`config.mk`:
```
export PLATFORM = sky130hd
export DESIGN_NAME = detection_box_decode
export DESIGN_NICKNAME = d
export VERILOG_FILES = /design/src/hw/rtl/dbd_pkg.sv /design/src/hw/rtl/dbd_queue.sv /design/src/hw/rtl/dbd_front.sv /design/src/hw/rtl/dbd_back.sv /design/src/hw/rtl/detection_box_decode.sv
export VERILOG_INCLUDE_DIRS = /design/src /design/src/hw/rtl
export SDC_FILE = /design/constraint.sdc
export NUM_CORES = 2
export LEC_CHECK = 0
export BUFFER_PORTS_ARGS = -buffer_cell sky130_fd_sc_hd__buf_2
export CAP_MARGIN = 20
export CORE_ASPECT_RATIO = 1.75
export CORE_UTILIZATION = 35
export CTS_BUF_LIST = sky130_fd_sc_hd__clkbuf_4 sky130_fd_sc_hd__clkbuf_8 sky130_fd_sc_hd__clkbuf_16
export DETAILED_ROUTE_END_ITERATION = 6
export GPL_ROUTABILITY_DRIVEN = 0
export PLACE_DENSITY = 0.57
export SYNTH_ARGS = -nofsm -noshare
export SYNTH_HDL_FRONTEND = slang
export SYNTH_SLANG_ARGS = --single-unit
export TNS_END_PERCENT = 1
```
`constraint.sdc`:
```
create_clock -name aclk -period 20.1 [get_ports aclk]
set_input_delay 2.01 -clock aclk [delete_from_list [all_inputs] [get_ports aclk]]
set_output_delay 2.01 -clock aclk [all_outputs]
set_load 0.01 [all_outputs]
```
`src/hw/rtl/assert_macros.svh`:
```
// assertion macros shared by the detection box decoder rtl
// no dependencies; every macro samples on aclk and is disabled during aresetn low
`ifndef ASSERT_MACROS_SVH
`define ASSERT_MACROS_SVH

// condition must hold on every clock edge out of reset
`define DBD_ASSERT_ALWAYS(label, cond, msg) \
    label: assert property (@(posedge aclk) disable iff (!aresetn) (cond)) \
        else $error(msg);

// consequent must hold in the same cycle as the antecedent
`define DBD_ASSERT_IMPLIES(label, ante, cons, msg) \
    label: assert property (@(posedge aclk) disable iff (!aresetn) (ante) |-> (cons)) \
        else $error(msg);

// consequent must hold in the cycle after the antecedent
`define DBD_ASSERT_NEXT(label, ante, cons, msg) \
    label: assert property (@(posedge aclk) disable iff (!aresetn) (ante) |=> (cons)) \
        else $error(msg);

`endif

```
`src/hw/rtl/dbd_pkg.sv`:
```
// shared types and constants of the detection box decoder
// no dependencies; imported by every module of the block
package dbd_pkg;

    // decode queue between the front and back parts
    localparam int QUEUE_DEPTH = 4;
    localparam int QUEUE_AW    = 2;

    // stride level codes
    localparam logic [1:0] STRIDE_CODE_8  = 2'd0;
    localparam logic [1:0] STRIDE_CODE_16 = 2'd1;

    // configuration register indexes
    localparam logic [2:0] CFG_MIN_SCORE       = 3'd0;
    localparam logic [2:0] CFG_INVERSE_RATIO   = 3'd1;
    localparam logic [2:0] CFG_PAD_LEFT        = 3'd2;
    localparam logic [2:0] CFG_PAD_TOP         = 3'd3;
    localparam logic [2:0] CFG_IMAGE_WIDTH     = 3'd4;
    localparam logic [2:0] CFG_IMAGE_HEIGHT    = 3'd5;
    localparam logic [2:0] CFG_MAX_BOXES       = 3'd6;

    // output saturation bounds, Q13.4
    localparam logic signed [28:0] EDGE_MAX_POS = 29'sd131071;
    localparam logic signed [28:0] EDGE_MIN_NEG = -29'sd131072;

    // one point to decode, handed from the front to the back
    typedef struct packed {
        logic [7:0]  grid_col;
        logic [7:0]  grid_row;
        logic [15:0] dist_left;
        logic [15:0] dist_top;
        logic [15:0] dist_right;
        logic [15:0] dist_bottom;
        logic [1:0]  stride_code;
        logic [15:0] best_score;
        logic [7:0]  class_label;
    } job_t;

    // geometry settings used by the back part
    typedef struct packed {
        logic [23:0] inverse_ratio;
        logic [11:0] pad_left;
        logic [11:0] pad_top;
        logic [12:0] image_width;
        logic [12:0] image_height;
    } geom_cfg_t;

    // queue status seen by both sides
    typedef struct packed {
        logic                empty;
        logic                full;
        logic [QUEUE_AW:0]   level;
    } q_stat_t;

endpackage

```
`src/hw/rtl/dbd_queue.sv`:
```
// short decode queue decoupling the front and back parts
// depends on dbd_pkg for job_t and the queue depth
module dbd_queue (
    input  logic          aclk,
    input  logic          aresetn,
    input  logic          push,
    input  dbd_pkg::job_t push_job,
    input  logic          pop,
    output dbd_pkg::job_t head_job,
    output dbd_pkg::q_stat_t stat
);
    import dbd_pkg::*;

    job_t                entry_reg [QUEUE_DEPTH];
    logic [QUEUE_AW-1:0] wr_ptr_reg;
    logic [QUEUE_AW-1:0] rd_ptr_reg;
    logic [QUEUE_AW:0]   count_reg;

    // pointers and fill level
    always_ff @(posedge aclk) begin
        if (!aresetn) begin
            wr_ptr_reg <= '0;
            rd_ptr_reg <= '0;
            count_reg  <= '0;
        end else begin
            if (push) begin
                wr_ptr_reg <= wr_ptr_reg + 1'b1;
            end
            if (pop) begin
                rd_ptr_reg <= rd_ptr_reg + 1'b1;
            end
            if (push && !pop) begin
                count_reg <= count_reg + 1'b1;
            end else if (pop && !push) begin
                count_reg <= count_reg - 1'b1;
            end
        end
    end

    // entry storage
    always_ff @(posedge aclk) begin
        if (push) begin
            entry_reg[wr_ptr_reg] <= push_job;
        end
    end

    assign head_job   = entry_reg[rd_ptr_reg];
    assign stat.empty = (count_reg == '0);
    assign stat.full  = (count_reg == (QUEUE_AW+1)'(QUEUE_DEPTH));
    assign stat.level = count_reg;

endmodule

```
`src/hw/rtl/dbd_front.sv`:
```
// front part: running argmax, threshold test and per-level box limit
// depends on dbd_pkg; pushes points to be decoded into dbd_queue
module dbd_front #(
    parameter int MAX_CLASSES = 256
) (
    input  logic          aclk,
    input  logic          aresetn,
    input  logic          accept,
    input  logic [15:0]   class_score,
    input  logic          class_last,
    input  logic          level_start,
    input  logic [1:0]    stride_code,
    input  logic [7:0]    grid_col,
    input  logic [7:0]    grid_row,
    input  logic [15:0]   dist_left,
    input  logic [15:0]   dist_top,
    input  logic [15:0]   dist_right,
    input  logic [15:0]   dist_bottom,
    input  logic [15:0]   min_score,
    input  logic [15:0]   max_boxes_per_level,
    output logic          push,
    output dbd_pkg::job_t push_job
);
    import dbd_pkg::*;

    localparam int CW = (MAX_CLASSES > 1) ? $clog2(MAX_CLASSES) : 1;
    localparam logic [CW-1:0] CLASS_SAT = CW'(MAX_CLASSES - 1);
    localparam logic [16:0]   EMIT_SAT  = 17'h1FFFF;

    logic [15:0]   best_reg,    best_next;
    logic [7:0]    label_reg,   label_next;
    logic [CW-1:0] cc_reg,      cc_next;
    logic [16:0]   emitted_reg, emitted_next;
    logic          stopped_reg, stopped_next;

    logic [16:0]   emitted_eff;
    logic          stopped_eff;
    logic          emit;

    // argmax, class counter and level limit
    always_comb begin
        emitted_eff  = level_start ? '0 : emitted_reg;
        stopped_eff  = level_start ? 1'b0 : stopped_reg;
        best_next    = best_reg;
        label_next   = label_reg;
        cc_next      = cc_reg;
        emitted_next = emitted_eff;
        stopped_next = stopped_eff;
        emit         = 1'b0;

        if (cc_reg == '0) begin
            best_next  = class_score;
            label_next = '0;
        end else if (class_score > best_reg) begin
            best_next  = class_score;
            label_next = 8'(cc_reg);
        end

        if (!class_last) begin
            if (cc_reg < CLASS_SAT) begin
                cc_next = cc_reg + 1'b1;
            end
        end else begin
            cc_next = '0;
            emit    = !(best_next < min_score) && !stopped_eff;
            if (emit) begin
                if (emitted_eff < EMIT_SAT) begin
                    emitted_next = emitted_eff + 1'b1;
                end
                if (emitted_next > {1'b0, max_boxes_per_level}) begin
                    stopped_next = 1'b1;
                end
            end
        end
    end

    always_ff @(posedge aclk) begin
        if (!aresetn) begin
            best_reg    <= '0;
            label_reg   <= '0;
            cc_reg      <= '0;
            emitted_reg <= '0;
            stopped_reg <= 1'b0;
        end else if (accept) begin
            best_reg    <= best_next;
            label_reg   <= label_next;
            cc_reg      <= cc_next;
            emitted_reg <= emitted_next;
            stopped_reg <= stopped_next;
        end
    end

    // job handed to the queue
    assign push                 = accept && emit;
    assign push_job.grid_col    = grid_col;
    assign push_job.grid_row    = grid_row;
    assign push_job.dist_left   = dist_left;
    assign push_job.dist_top    = dist_top;
    assign push_job.dist_right  = dist_right;
    assign push_job.dist_bottom = dist_bottom;
    assign push_job.stride_code = stride_code;
    assign push_job.best_score  = best_next;
    assign push_job.class_label = label_next;

endmodule

```
`src/hw/rtl/dbd_back.sv`:
```
// back part: edge decode through one shared multiplier and the output register
// depends on dbd_pkg; pops jobs from dbd_queue
module dbd_back (
    input  logic               aclk,
    input  logic               aresetn,
    input  dbd_pkg::q_stat_t   q_stat,
    input  dbd_pkg::job_t      head_job,
    input  dbd_pkg::geom_cfg_t geom,
    output logic               pop,
    output logic               out_valid,
    input  logic               out_ready,
    output logic [16:0]        box_left,
    output logic [16:0]        box_top,
    output logic [17:0]        box_right,
    output logic [17:0]        box_bottom,
    output logic [15:0]        best_score,
    output logic [7:0]         class_label,
    output logic [1:0]         level_out
);
    import dbd_pkg::*;

    typedef enum logic [2:0] {
        ST_IDLE = 3'b001,
        ST_RUN  = 3'b010,
        ST_OUT  = 3'b100
    } state_t;

    localparam logic [2:0] LAST_STEP  = 3'd5;
    localparam logic [2:0] ISSUE_STEPS = 3'd4;

    state_t      state_reg, state_next;
    logic [2:0]  step_reg;
    job_t        job_reg;

    logic signed [23:0] q8_reg;
    logic               q8_vld_reg;
    logic [1:0]         q8_idx_reg;
    logic signed [48:0] prod_reg;
    logic               prod_vld_reg;
    logic [1:0]         prod_idx_reg;
    logic [17:0]        res_reg [4];

    logic [1:0]         idx;
    logic [7:0]         grid;
    logic [15:0]        dist_sel;
    logic [11:0]        pad;
    logic [15:0]        centre;
    logic signed [17:0] d;
    logic signed [22:0] ds;
    logic signed [23:0] q8;
    logic signed [48:0] rnd;
    logic signed [28:0] edge_val;
    logic signed [28:0] lim;
    logic [17:0]        clamped;

    // sequencer
    always_comb begin
        state_next = state_reg;
        unique case (state_reg)
            ST_IDLE: if (!q_stat.empty) state_next = ST_RUN;
            ST_RUN:  if (step_reg == LAST_STEP) state_next = ST_OUT;
            ST_OUT:  if (out_ready) state_next = ST_IDLE;
            default: state_next = ST_IDLE;
        endcase
    end

    assign pop = (state_reg == ST_IDLE) && !q_stat.empty;

    always_ff @(posedge aclk) begin
        if (!aresetn) begin
            state_reg <= ST_IDLE;
            step_reg  <= '0;
        end else begin
            state_reg <= state_next;
            if (state_reg == ST_RUN) begin
                step_reg <= step_reg + 1'b1;
            end else begin
                step_reg <= '0;
            end
        end
    end

    always_ff @(posedge aclk) begin
        if (pop) begin
            job_reg <= head_job;
        end
    end

    // operand select for the edge being issued: left, top, right, bottom
    always_comb begin
        idx  = step_reg[1:0];
        grid = idx[0] ? job_reg.grid_row : job_reg.grid_col;
        pad  = idx[0] ? geom.pad_top : geom.pad_left;
        unique case (idx)
            2'd0:    dist_sel = job_reg.dist_left;
            2'd1:    dist_sel = job_reg.dist_top;
            2'd2:    dist_sel = job_reg.dist_right;
            default: dist_sel = job_reg.dist_bottom;
        endcase
        centre = {grid, 8'h80};
        if (idx[1]) begin
            d = $signed({2'b00, centre}) + $signed({2'b00, dist_sel});
        end else begin
            d = $signed({2'b00, centre}) - $signed({2'b00, dist_sel});
        end
        priority if (job_reg.stride_code == STRIDE_CODE_8) begin
            ds = 23'(d) <<< 3;
        end else if (job_reg.stride_code == STRIDE_CODE_16) begin
            ds = 23'(d) <<< 4;
        end else begin
            ds = 23'(d) <<< 5;
        end
        q8 = 24'(ds) - $signed({4'b0000, pad, 8'h00});
    end

    // stage one: offset in Q.8 pixels; stage two: scale by the inverse ratio
    always_ff @(posedge aclk) begin
        if (!aresetn) begin
            q8_vld_reg   <= 1'b0;
            prod_vld_reg <= 1'b0;
        end else begin
            q8_vld_reg   <= (state_reg == ST_RUN) && (step_reg < ISSUE_STEPS);
            prod_vld_reg <= q8_vld_reg;
        end
    end

    always_ff @(posedge aclk) begin
        q8_reg       <= q8;
        q8_idx_reg   <= idx;
        prod_reg     <= 49'(q8_reg) * $signed({1'b0, geom.inverse_ratio});
        prod_idx_reg <= q8_idx_reg;
    end

    // stage three: round half up to Q.4 and clamp
    always_comb begin
        rnd      = prod_reg + 49'sd524288;
        edge_val = rnd[48:20];
        lim      = $signed({12'd0, (prod_idx_reg[0] ? geom.image_height : geom.image_width),
                            4'h0});
        if (!prod_idx_reg[1]) begin
            priority if (edge_val < 29'sd0) begin
                clamped = '0;
            end else if (edge_val > EDGE_MAX_POS) begin
                clamped = 18'(EDGE_MAX_POS);
            end else begin
                clamped = edge_val[17:0];
            end
        end else begin
            priority if (edge_val > lim) begin
                clamped = lim[17:0];
            end else if (edge_val < EDGE_MIN_NEG) begin
                clamped = 18'(EDGE_MIN_NEG);
            end else begin
                clamped = edge_val[17:0];
            end
        end
    end

    always_ff @(posedge aclk) begin
        if (prod_vld_reg) begin
            res_reg[prod_idx_reg] <= clamped;
        end
    end

    // result held until the transaction completes
    assign out_valid   = (state_reg == ST_OUT);
    assign box_left    = res_reg[0][16:0];
    assign box_top     = res_reg[1][16:0];
    assign box_right   = res_reg[2];
    assign box_bottom  = res_reg[3];
    assign best_score  = job_reg.best_score;
    assign class_label = job_reg.class_label;
    assign level_out   = job_reg.stride_code;

endmodule

```
`src/hw/rtl/detection_box_decode.sv`:
```
// top level of the detection box decoder: ports, settings registers, assertions
// depends on dbd_pkg, dbd_front, dbd_queue, dbd_back and assert_macros.svh
//
// channel  | direction | handshake            | payload
// s_       | in        | s_tvalid / s_tready  | s_tdata, s_tlast, s_tuser
// m_       | out       | m_tvalid / m_tready  | m_tdata, m_tuser
// cfg_     | in        | cfg_valid / cfg_ready| cfg_index, cfg_data
//
// one class score is taken per cycle while the four-entry decode queue has room
// a kept point passes the back part in order: taken from the queue in the idle state, its
// left, top, right and bottom edges issued one per cycle through the shared 24x25
// multiplier, the q8 and product pipeline registers drained, then the output slot
// reset is synchronous and active low and clears all control state
// a stalled m_ side fills the queue; s_tready falls only when it is full
`include "assert_macros.svh"

module detection_box_decode #(
    parameter int MAX_CLASSES = 256
) (
    input  logic        aclk,
    input  logic        aresetn,
    input  logic        s_tvalid,
    output logic        s_tready,
    // class_score[15:0], grid_col[23:16], grid_row[31:24], dist_left[47:32],
    // dist_top[63:48], dist_right[79:64], dist_bottom[95:80]
    input  logic [95:0] s_tdata,
    input  logic        s_tlast,   // class_last
    // level_start[0], stride_code[2:1]
    input  logic [2:0]  s_tuser,
    output logic        m_tvalid,
    input  logic        m_tready,
    // box_left[16:0], box_top[33:17], box_right[51:34], box_bottom[69:52],
    // best_score[85:70], class_label[93:86], zero[95:94]
    output logic [95:0] m_tdata,
    // level_out[1:0]
    output logic [1:0]  m_tuser,
    input  logic        cfg_valid,
    output logic        cfg_ready,
    input  logic [2:0]  cfg_index,
    input  logic [23:0] cfg_data
);
    import dbd_pkg::*;

    logic [15:0] min_score_reg;
    logic [23:0] inverse_ratio_reg;
    logic [11:0] pad_left_reg;
    logic [11:0] pad_top_reg;
    logic [12:0] image_width_reg;
    logic [12:0] image_height_reg;
    logic [15:0] max_boxes_reg;

    logic        s_accept;
    logic        push;
    logic        pop;
    job_t        push_job;
    job_t        head_job;
    q_stat_t     q_stat;
    geom_cfg_t   geom;

    logic [16:0] box_left;
    logic [16:0] box_top;
    logic [17:0] box_right;
    logic [17:0] box_bottom;
    logic [15:0] best_score;
    logic [7:0]  class_label;

    // settings registers
    assign cfg_ready = 1'b1;

    always_ff @(posedge aclk) begin
        if (!aresetn) begin
            min_score_reg       <= '0;
            inverse_ratio_reg   <= 24'd65536;
            pad_left_reg        <= '0;
            pad_top_reg         <= '0;
            image_width_reg     <= '0;
            image_height_reg    <= '0;
            max_boxes_reg       <= 16'd1000;
        end else if (cfg_valid) begin
            unique case (cfg_index)
                CFG_MIN_SCORE:       min_score_reg       <= cfg_data[15:0];
                CFG_INVERSE_RATIO:   inverse_ratio_reg   <= cfg_data;
                CFG_PAD_LEFT:        pad_left_reg        <= cfg_data[11:0];
                CFG_PAD_TOP:         pad_top_reg         <= cfg_data[11:0];
                CFG_IMAGE_WIDTH:     image_width_reg     <= cfg_data[12:0];
                CFG_IMAGE_HEIGHT:    image_height_reg    <= cfg_data[12:0];
                CFG_MAX_BOXES:       max_boxes_reg       <= cfg_data[15:0];
                default: ;
            endcase
        end
    end

    assign geom.inverse_ratio = inverse_ratio_reg;
    assign geom.pad_left      = pad_left_reg;
    assign geom.pad_top       = pad_top_reg;
    assign geom.image_width   = image_width_reg;
    assign geom.image_height  = image_height_reg;

    // input transaction
    assign s_tready = !q_stat.full;
    assign s_accept = s_tvalid && s_tready;

    dbd_front #(
        .MAX_CLASSES(MAX_CLASSES)
    ) u_front (
        .aclk                (aclk),
        .aresetn             (aresetn),
        .accept              (s_accept),
        .class_score         (s_tdata[15:0]),
        .class_last          (s_tlast),
        .level_start         (s_tuser[0]),
        .stride_code         (s_tuser[2:1]),
        .grid_col            (s_tdata[23:16]),
        .grid_row            (s_tdata[31:24]),
        .dist_left           (s_tdata[47:32]),
        .dist_top            (s_tdata[63:48]),
        .dist_right          (s_tdata[79:64]),
        .dist_bottom         (s_tdata[95:80]),
        .min_score           (min_score_reg),
        .max_boxes_per_level (max_boxes_reg),
        .push                (push),
        .push_job            (push_job)
    );

    dbd_queue u_queue (
        .aclk     (aclk),
        .aresetn  (aresetn),
        .push     (push),
        .push_job (push_job),
        .pop      (pop),
        .head_job (head_job),
        .stat     (q_stat)
    );

    dbd_back u_back (
        .aclk        (aclk),
        .aresetn     (aresetn),
        .q_stat      (q_stat),
        .head_job    (head_job),
        .geom        (geom),
        .pop         (pop),
        .out_valid   (m_tvalid),
        .out_ready   (m_tready),
        .box_left    (box_left),
        .box_top     (box_top),
        .box_right   (box_right),
        .box_bottom  (box_bottom),
        .best_score  (best_score),
        .class_label (class_label),
        .level_out   (m_tuser)
    );

    // output packing
    assign m_tdata = {2'b00, class_label, best_score, box_bottom, box_right, box_top,
                      box_left};

    // queue bookkeeping checks
    `DBD_ASSERT_ALWAYS(a_queue_level, q_stat.level <= (QUEUE_AW+1)'(QUEUE_DEPTH), "queue overfilled")
    `DBD_ASSERT_IMPLIES(a_push_room, push, !q_stat.full || pop, "push into full queue")
    `DBD_ASSERT_IMPLIES(a_pop_data, pop, !q_stat.empty && !m_tvalid, "pop without job or while busy")

endmodule
```
# After elaboration in Yosys (flattened, before gate mapping)
# Memories as Yosys holds them, arrays and structs flattened. A register that Yosys moved wholly into a read port is not among the register bits.
# Cells that the tools add are included.
dict set report totals {
  ff_bits 248
  n_memories 2
  ramBits 496
  output_inout_bits 101
}
dict set report classes {
  mux 39
  magnitude_cmp 10
  n_addsub 11
  eq_ne 17
  reduce_logical 30
  multipliers 1
}
# memory words width rd rd_ports_with_merged_regs wr line_no
set mem_list {}
lappend mem_list {u_queue.entry_reg 4 106 1 1 1 dbd_queue.sv:14} ;# job_t entry_reg [QUEUE_DEPTH];
lappend mem_list {u_back.res_reg 4 18 4 0 1 dbd_back.sv:41} ;# logic [17:0] res_reg [4];
# op count
set ops {}
lappend ops {{18-bit two-way mux} 6}
lappend ops {{17-bit two-way mux} 6}
lappend ops {{49-bit by 21-bit adder with 49-bit output (second input constant)} 1}
lappend ops {{24-bit by 25-bit multiplier with 49-bit output} 1}
lappend ops {{16-bit one-hot mux with 3 select lines} 1}
lappend ops {{22-bit two-way mux} 2}
lappend ops {{8-bit two-way mux} 5}
lappend ops {{16-bit two-way mux} 2}
lappend ops {{29-bit by 18-bit greater-than comparator with 1-bit output} 1}
lappend ops {{29-bit by 18-bit greater-than comparator with 1-bit output (second input constant)} 1}
lappend ops {{29-bit by 1-bit < comparator with 1-bit output (second input constant)} 1}
lappend ops {{29-bit by 18-bit < comparator with 1-bit output (second input constant)} 1}
lappend ops {{23-bit by 21-bit subtractor with 24-bit output} 1}
lappend ops {{3-bit == test (second input constant)} 6}
lappend ops {{2-bit AND reduction} 9}
lappend ops {{16-bit by 16-bit adder with 17-bit output} 1}
lappend ops {{17-bit by 1-bit adder with 17-bit output (second input constant)} 1}
lappend ops {{17-bit by 16-bit greater-than comparator with 1-bit output} 1}
lappend ops {{17-bit < comparator (second input constant)} 1}
lappend ops {{16-bit by 16-bit subtractor with 17-bit output} 1}
lappend ops {{16-bit greater-than comparator} 1}
lappend ops {{16-bit < comparator} 1}
lappend ops {{3-bit two-way mux} 5}
lappend ops {{13-bit two-way mux} 1}
lappend ops {{22 further kinds} 51}

# Longest topological paths before layout
dict set report depth {
  ltp_word 12
  ltp_mapped 29
  depth_no_buf 25
}

# Cells and area by module
# A second synthesis with hierarchy kept.
dict set report unflattened {
  hier_cells 4387
  hier_area_um2 52322.7
}
# mod cells_each seq_area_each_um2 area_each_um2 n_inst
set by_module_without_submodules {}
lappend by_module_without_submodules {dbd_back 2803 6546.3 27759.1 1}
lappend by_module_without_submodules {dbd_queue 597 12912.4 15733.8 1}
lappend by_module_without_submodules {dbd_front 597 1001.0 4854.7 1}
lappend by_module_without_submodules {detection_box_decode 390 2122.0 3975.1 1}

# Worst setup path after synthesis
# Ideal clock, no wire load.
dict set report synth_timing {
  kind {reg2reg}
  start {register u_back.state_reg[1]}
  end {register u_queue.count_reg[2]}
  period_less_slack_ns 9.394
  setup_time_ns 0.070
  n_path_buf 0
  arrival_time_ns 9.323
  required_time_ns 20.030
  setup_slack_ns 10.706
  stages_incl_launch_ff 10
  cell_sequence {dfxtp_1 -> nand2b_1 -> nor3_1 -> inv_1 -> ha_1 -> inv_1 -> fa_1 -> xor2_1 -> or3_1 -> a21oi_1}
}
dict set report synth_between {
  elab_chain_cells 5
  word_cells_on_any_way 7
  cone_classes {1 x eq/ne; 1 x mux; 5 x reduce/logical}
}
# item line_no
set synth_lines {}
lappend synth_lines {{from (decl)} dbd_back.sv:31} ;# state_t state_reg, state_next;
lappend synth_lines {{from (signal assigned)} dbd_back.sv:74} ;# state_reg <= state_next;
lappend synth_lines {{3-bit by 1-bit == test with 1-bit output (*)} dbd_back.sv:67} ;# assign pop = (state_reg == ST_IDLE) && !q_stat.empty;
lappend synth_lines {{1-bit logical AND (*)} dbd_back.sv:67}
lappend synth_lines {{via pop} detection_box_decode.sv:54} ;# logic pop;
lappend synth_lines {{1-bit logical NOT} dbd_queue.sv:32} ;# if (push && !pop) begin
lappend synth_lines {{1-bit logical AND} dbd_queue.sv:32}
lappend synth_lines {{3-bit two-way mux or 2-bit nonzero test (tied branches)} -}
lappend synth_lines {{to (signal assigned)} dbd_queue.sv:33} ;# count_reg <= count_reg + 1'b1;
lappend synth_lines {{to (signal assigned)} dbd_queue.sv:35} ;# count_reg <= count_reg - 1'b1;
lappend synth_lines {{to (decl)} dbd_queue.sv:17} ;# logic [QUEUE_AW:0] count_reg;
# The timed path passes the listed nets; every way through them passes the cells marked *.
# A chain may end at the register's enable or synchronous reset.

# Worst setup path after layout
dict set report layout_timing {
  start {register u_back.q8_reg[6]}
  end {register u_back.prod_reg[29]}
}
dict set report layout_between {
  elab_chain_cells 1
}
# item line_no
set layout_lines {}
lappend layout_lines {{from (decl)} dbd_back.sv:35} ;# logic signed [23:0] q8_reg;
lappend layout_lines {{from (signal assigned)} dbd_back.sv:128} ;# q8_reg <= q8;
lappend layout_lines {{24-bit by 25-bit multiplier with 49-bit output} dbd_back.sv:130} ;# prod_reg <= 49'(q8_reg) * $signed({1'b0, geom.inverse_ratio});
lappend layout_lines {{to (signal assigned)} dbd_back.sv:130}
lappend layout_lines {{to (decl)} dbd_back.sv:38} ;# logic signed [48:0] prod_reg;
# No other way between the ends.

==> out/results.ini <==
[clocking]
clock_latency_ps = 670
cts_buffers = 82
clk_pin_slew_worst_paths_ps = 60
htree_levels = 3
ctsResizeCount = 0
cts_tree = done
cts_hold_buf = 0
clock-sinks = 826
clock-root-buffer = clkbuf_16
ctsLongestPathBuffers = 3
cts_setup_buffers = 0

[finish]
fillers = 13640
largest_reg_flops = 424
drive_gt1_share_pct = 13.41
multi_input_area_sq_um = 25100
nNetsFinal = 5371
seqCellArea_sq_um = 22550
area_delta_synth_final_pct = 11.83
final_area_sq_um = 56930
fin_cells = 6452

[place]
placed_area_sq_um = 54000
dp_cells = 6292
pre_cts_ws_ps = 11720
dp_hpwl_microns = 100100
numPortBuffers = 229

[synth]
synth_edf_count = 600
ys_ff_latch = 826
yosysWarnings = 0
seq_area_frac_synth_pct = 44.28
synth_area_per_cell_sq_um = 11.68
netlist_instances = 4359
synthArstFlopShare_pct = 0
synth_cell_types = 78
syn_area_sq_um = 50910
ys.flop_type = edfxtp_1
synth_top_cell_by_area = edfxtp_1
synth_top_area_share_pct = 35.39
synth_area_leaders = edfxtp_1 35%, fa_1 17%, dfxtp_1 8.9%

[grt]
gr-total-overflow = 0
grt_pass1_vias = 34520
grt_usage_pct = 18.72
antenna_found_initial = 28
grt_max_degree = 110
grt_pass1_wl_microns = 207900

[worst_setup_path]
path_class = reg -> reg
startpoint_type = register
cp.required_ps = 20680
path_delay_family = adder cells
critPathArrivalTime_ps = 8910
path_cells = and2_1 -> fa_1 -> fa_1 -> inv_1 -> fa_1 -> inv_1 -> fa_1 -> inv_1 -> fa_1 -> inv_1 -> fa_1 -> inv_1 -> fa_1 -> inv_1 -> ha_1 -> and3_1 -> a41oi_1 -> o21ai_0 -> a21oi_1 -> o221ai_1 -> a211oi_1 -> o21ai_0 -> a21oi_1 -> xnor2_1
crit_path_max_incr_delay_ps = 900
cpMostUsedCell = fa_1
crit_buf_inv = 6
cp-end-kind = register
cpMaxStageDelayCell = dfxtp_1
crit_fanout = 24

[timing]
min_period_ps = 8326
setup_violations = 0
rsz0062_at_grt = false
finalMaxSlewViolations = 0
finClkSkew_ps = 33.05
worst_slack_ps = 11770
hold_violations = 0
fin_crit_sh_pct = 41.42
slew_headroom_pct = 29.20
max_freq_mhz = 120.1
finalSetupTns_ps = 0
worstMarginPinSlew_ps = 1056

[flow_run]
drv_cap = 0

[power_and_ir_drop]
p_per_area_nw_per_um2 = 131.2
vdd_drop_max_uv = 123.1
p_leak_uw = 0.02300
total_power_uw = 7470

[drt]
wl_per_cell_microns = 21.12
wirelength_microns = 136300
dr.pass1.iters = 5
drc = 0
vias_per_cell = 5.034
postRouteAntennaNets = 0
drt-initial-drc-count = 1826
vias = 32480

[floorplan]
num_io_pins = 233
core_sq_um = 143900
die_h_microns = 506.5
die_area_sq_um = 147000
num_rows = 184
start_util_pct = 35.38
fp.dieW_microns = 290.3

[worst_hold_path]
hold_path.class = reg -> reg

[status]
outcome = completed

kinds of logic after synthesis:
kind of cell    after synthesis  share of synthesized area (%)
other cells                   2                        0.01475
buf+inv                     850                          6.516
fa+ha+maj                   722                          23.94
compound gates              475                          5.997
simple gates               1198                          11.17
flops                       826                          44.28
mux                         185                          6.331
xor+xnor                    101                          1.752
report_power, final:
group          total (uW)  switching (uW)  internal, uW
registers            2320             170          2150
logic                3510            2090          1420
clock network        1640             697           944
per-layer routing:
| layer | global-route usage (%) | part of all wire, % |
|---|---|---|
| met5 | 0 | 0.14 |
| met4 | 8.703 | 4.7 |
| met3 | 2.453 | 4.0 |
| met2 | 35.55 | 55 |
| met1 | 20.42 | 36 |
path summary, 6_finish.rpt:
path / start / end / slack [ps] / depth (start not counted)
min: u_back.q8_idx_reg[0] / u_back.prod_idx_reg[0] / 330 / 0
min reg2reg: u_back.q8_idx_reg[0] / u_back.prod_idx_reg[0] / 330 / 0
max reg2reg: u_back.q8_reg[6] / u_back.prod_reg[29] / 11770 / 24
max: u_back.q8_reg[6] / u_back.prod_reg[29] / 11770 / 24
worst reg2reg max path: stages (launching register included):
cell,delay [ps]
dfxtp_1,900
and2_1,260
fa_1,430
fa_1,520
inv_1,60
fa_1,530
inv_1,60
fa_1,510
inv_1,50
fa_1,470
inv_1,50
fa_1,530
inv_1,70
fa_1,530
inv_1,40
ha_1,310
and3_1,220
a41oi_1,210
o21ai_0,110
a21oi_1,720
o221ai_1,460
a211oi_1,610
o21ai_0,240
a21oi_1,210
xnor2_1,130
cells in the final DEF (no fill, tap or decap), drive strengths merged, types with 13 or more instances in the layout:
cell type  instances
a211oi            30
a21o              28
a21oi            189
a22oi             13
a31oi             19
and2             221
and3              24
buf              299
clkbuf            98
clkinv            30
dfxtp            226
edfxtp           600
fa               420
ha               302
inv              633
mux2              36
mux2i             43
mux4             106
nand2            588
nand2b            36
nand3             61
nand4             28
nor2             120
nor2b             37
nor3              33
o211ai            27
o21a              20
o21ai             59
xnor2             62
xor2              39
layout make-up:
class	instances	area share, %
antenna	7	0.03077
tap	1860	4.088
timing repair buffer	299	2.994
sequential	826	39.61
multi-input combinational	2684	44.09
clock buffer	98	3.901
inverter	624	4.119
clock inverter	54	1.167
per-stage QoR:
step	hold WS, ps	utilization [%]
final	327.4	39.56
after global routing	331.5	39.55
after global placement	317.6	37.53
after floorplan	309.6	-
after detailed placement	313.6	37.53
after CTS	328.2	39.53
cell usage after synthesis (all sizes together) (6+ instances only):
library cell    n
inv           624
edfxtp        600
nand2         588
fa            420
ha            302
dfxtp         226
and2          221
a21oi         189
clkbuf        172
nor2          120
mux4          106
xnor2          62
nand3          61
o21ai          59
buf            54
mux2i          43
xor2           39
nor2b          37
mux2           36
nand2b         36
nor3           33
a211oi         30
a21o           28
nand4          28
o211ai         27
and3           24
o21a           20
a31oi          19
a22oi          13
a31o           11
a32o           10
and4           10
or3             9
a2111oi         7
nand3b          7
o21bai          7
nor4            6
o31ai           6
Note: power is estimated with default switching activity, not from simulation.
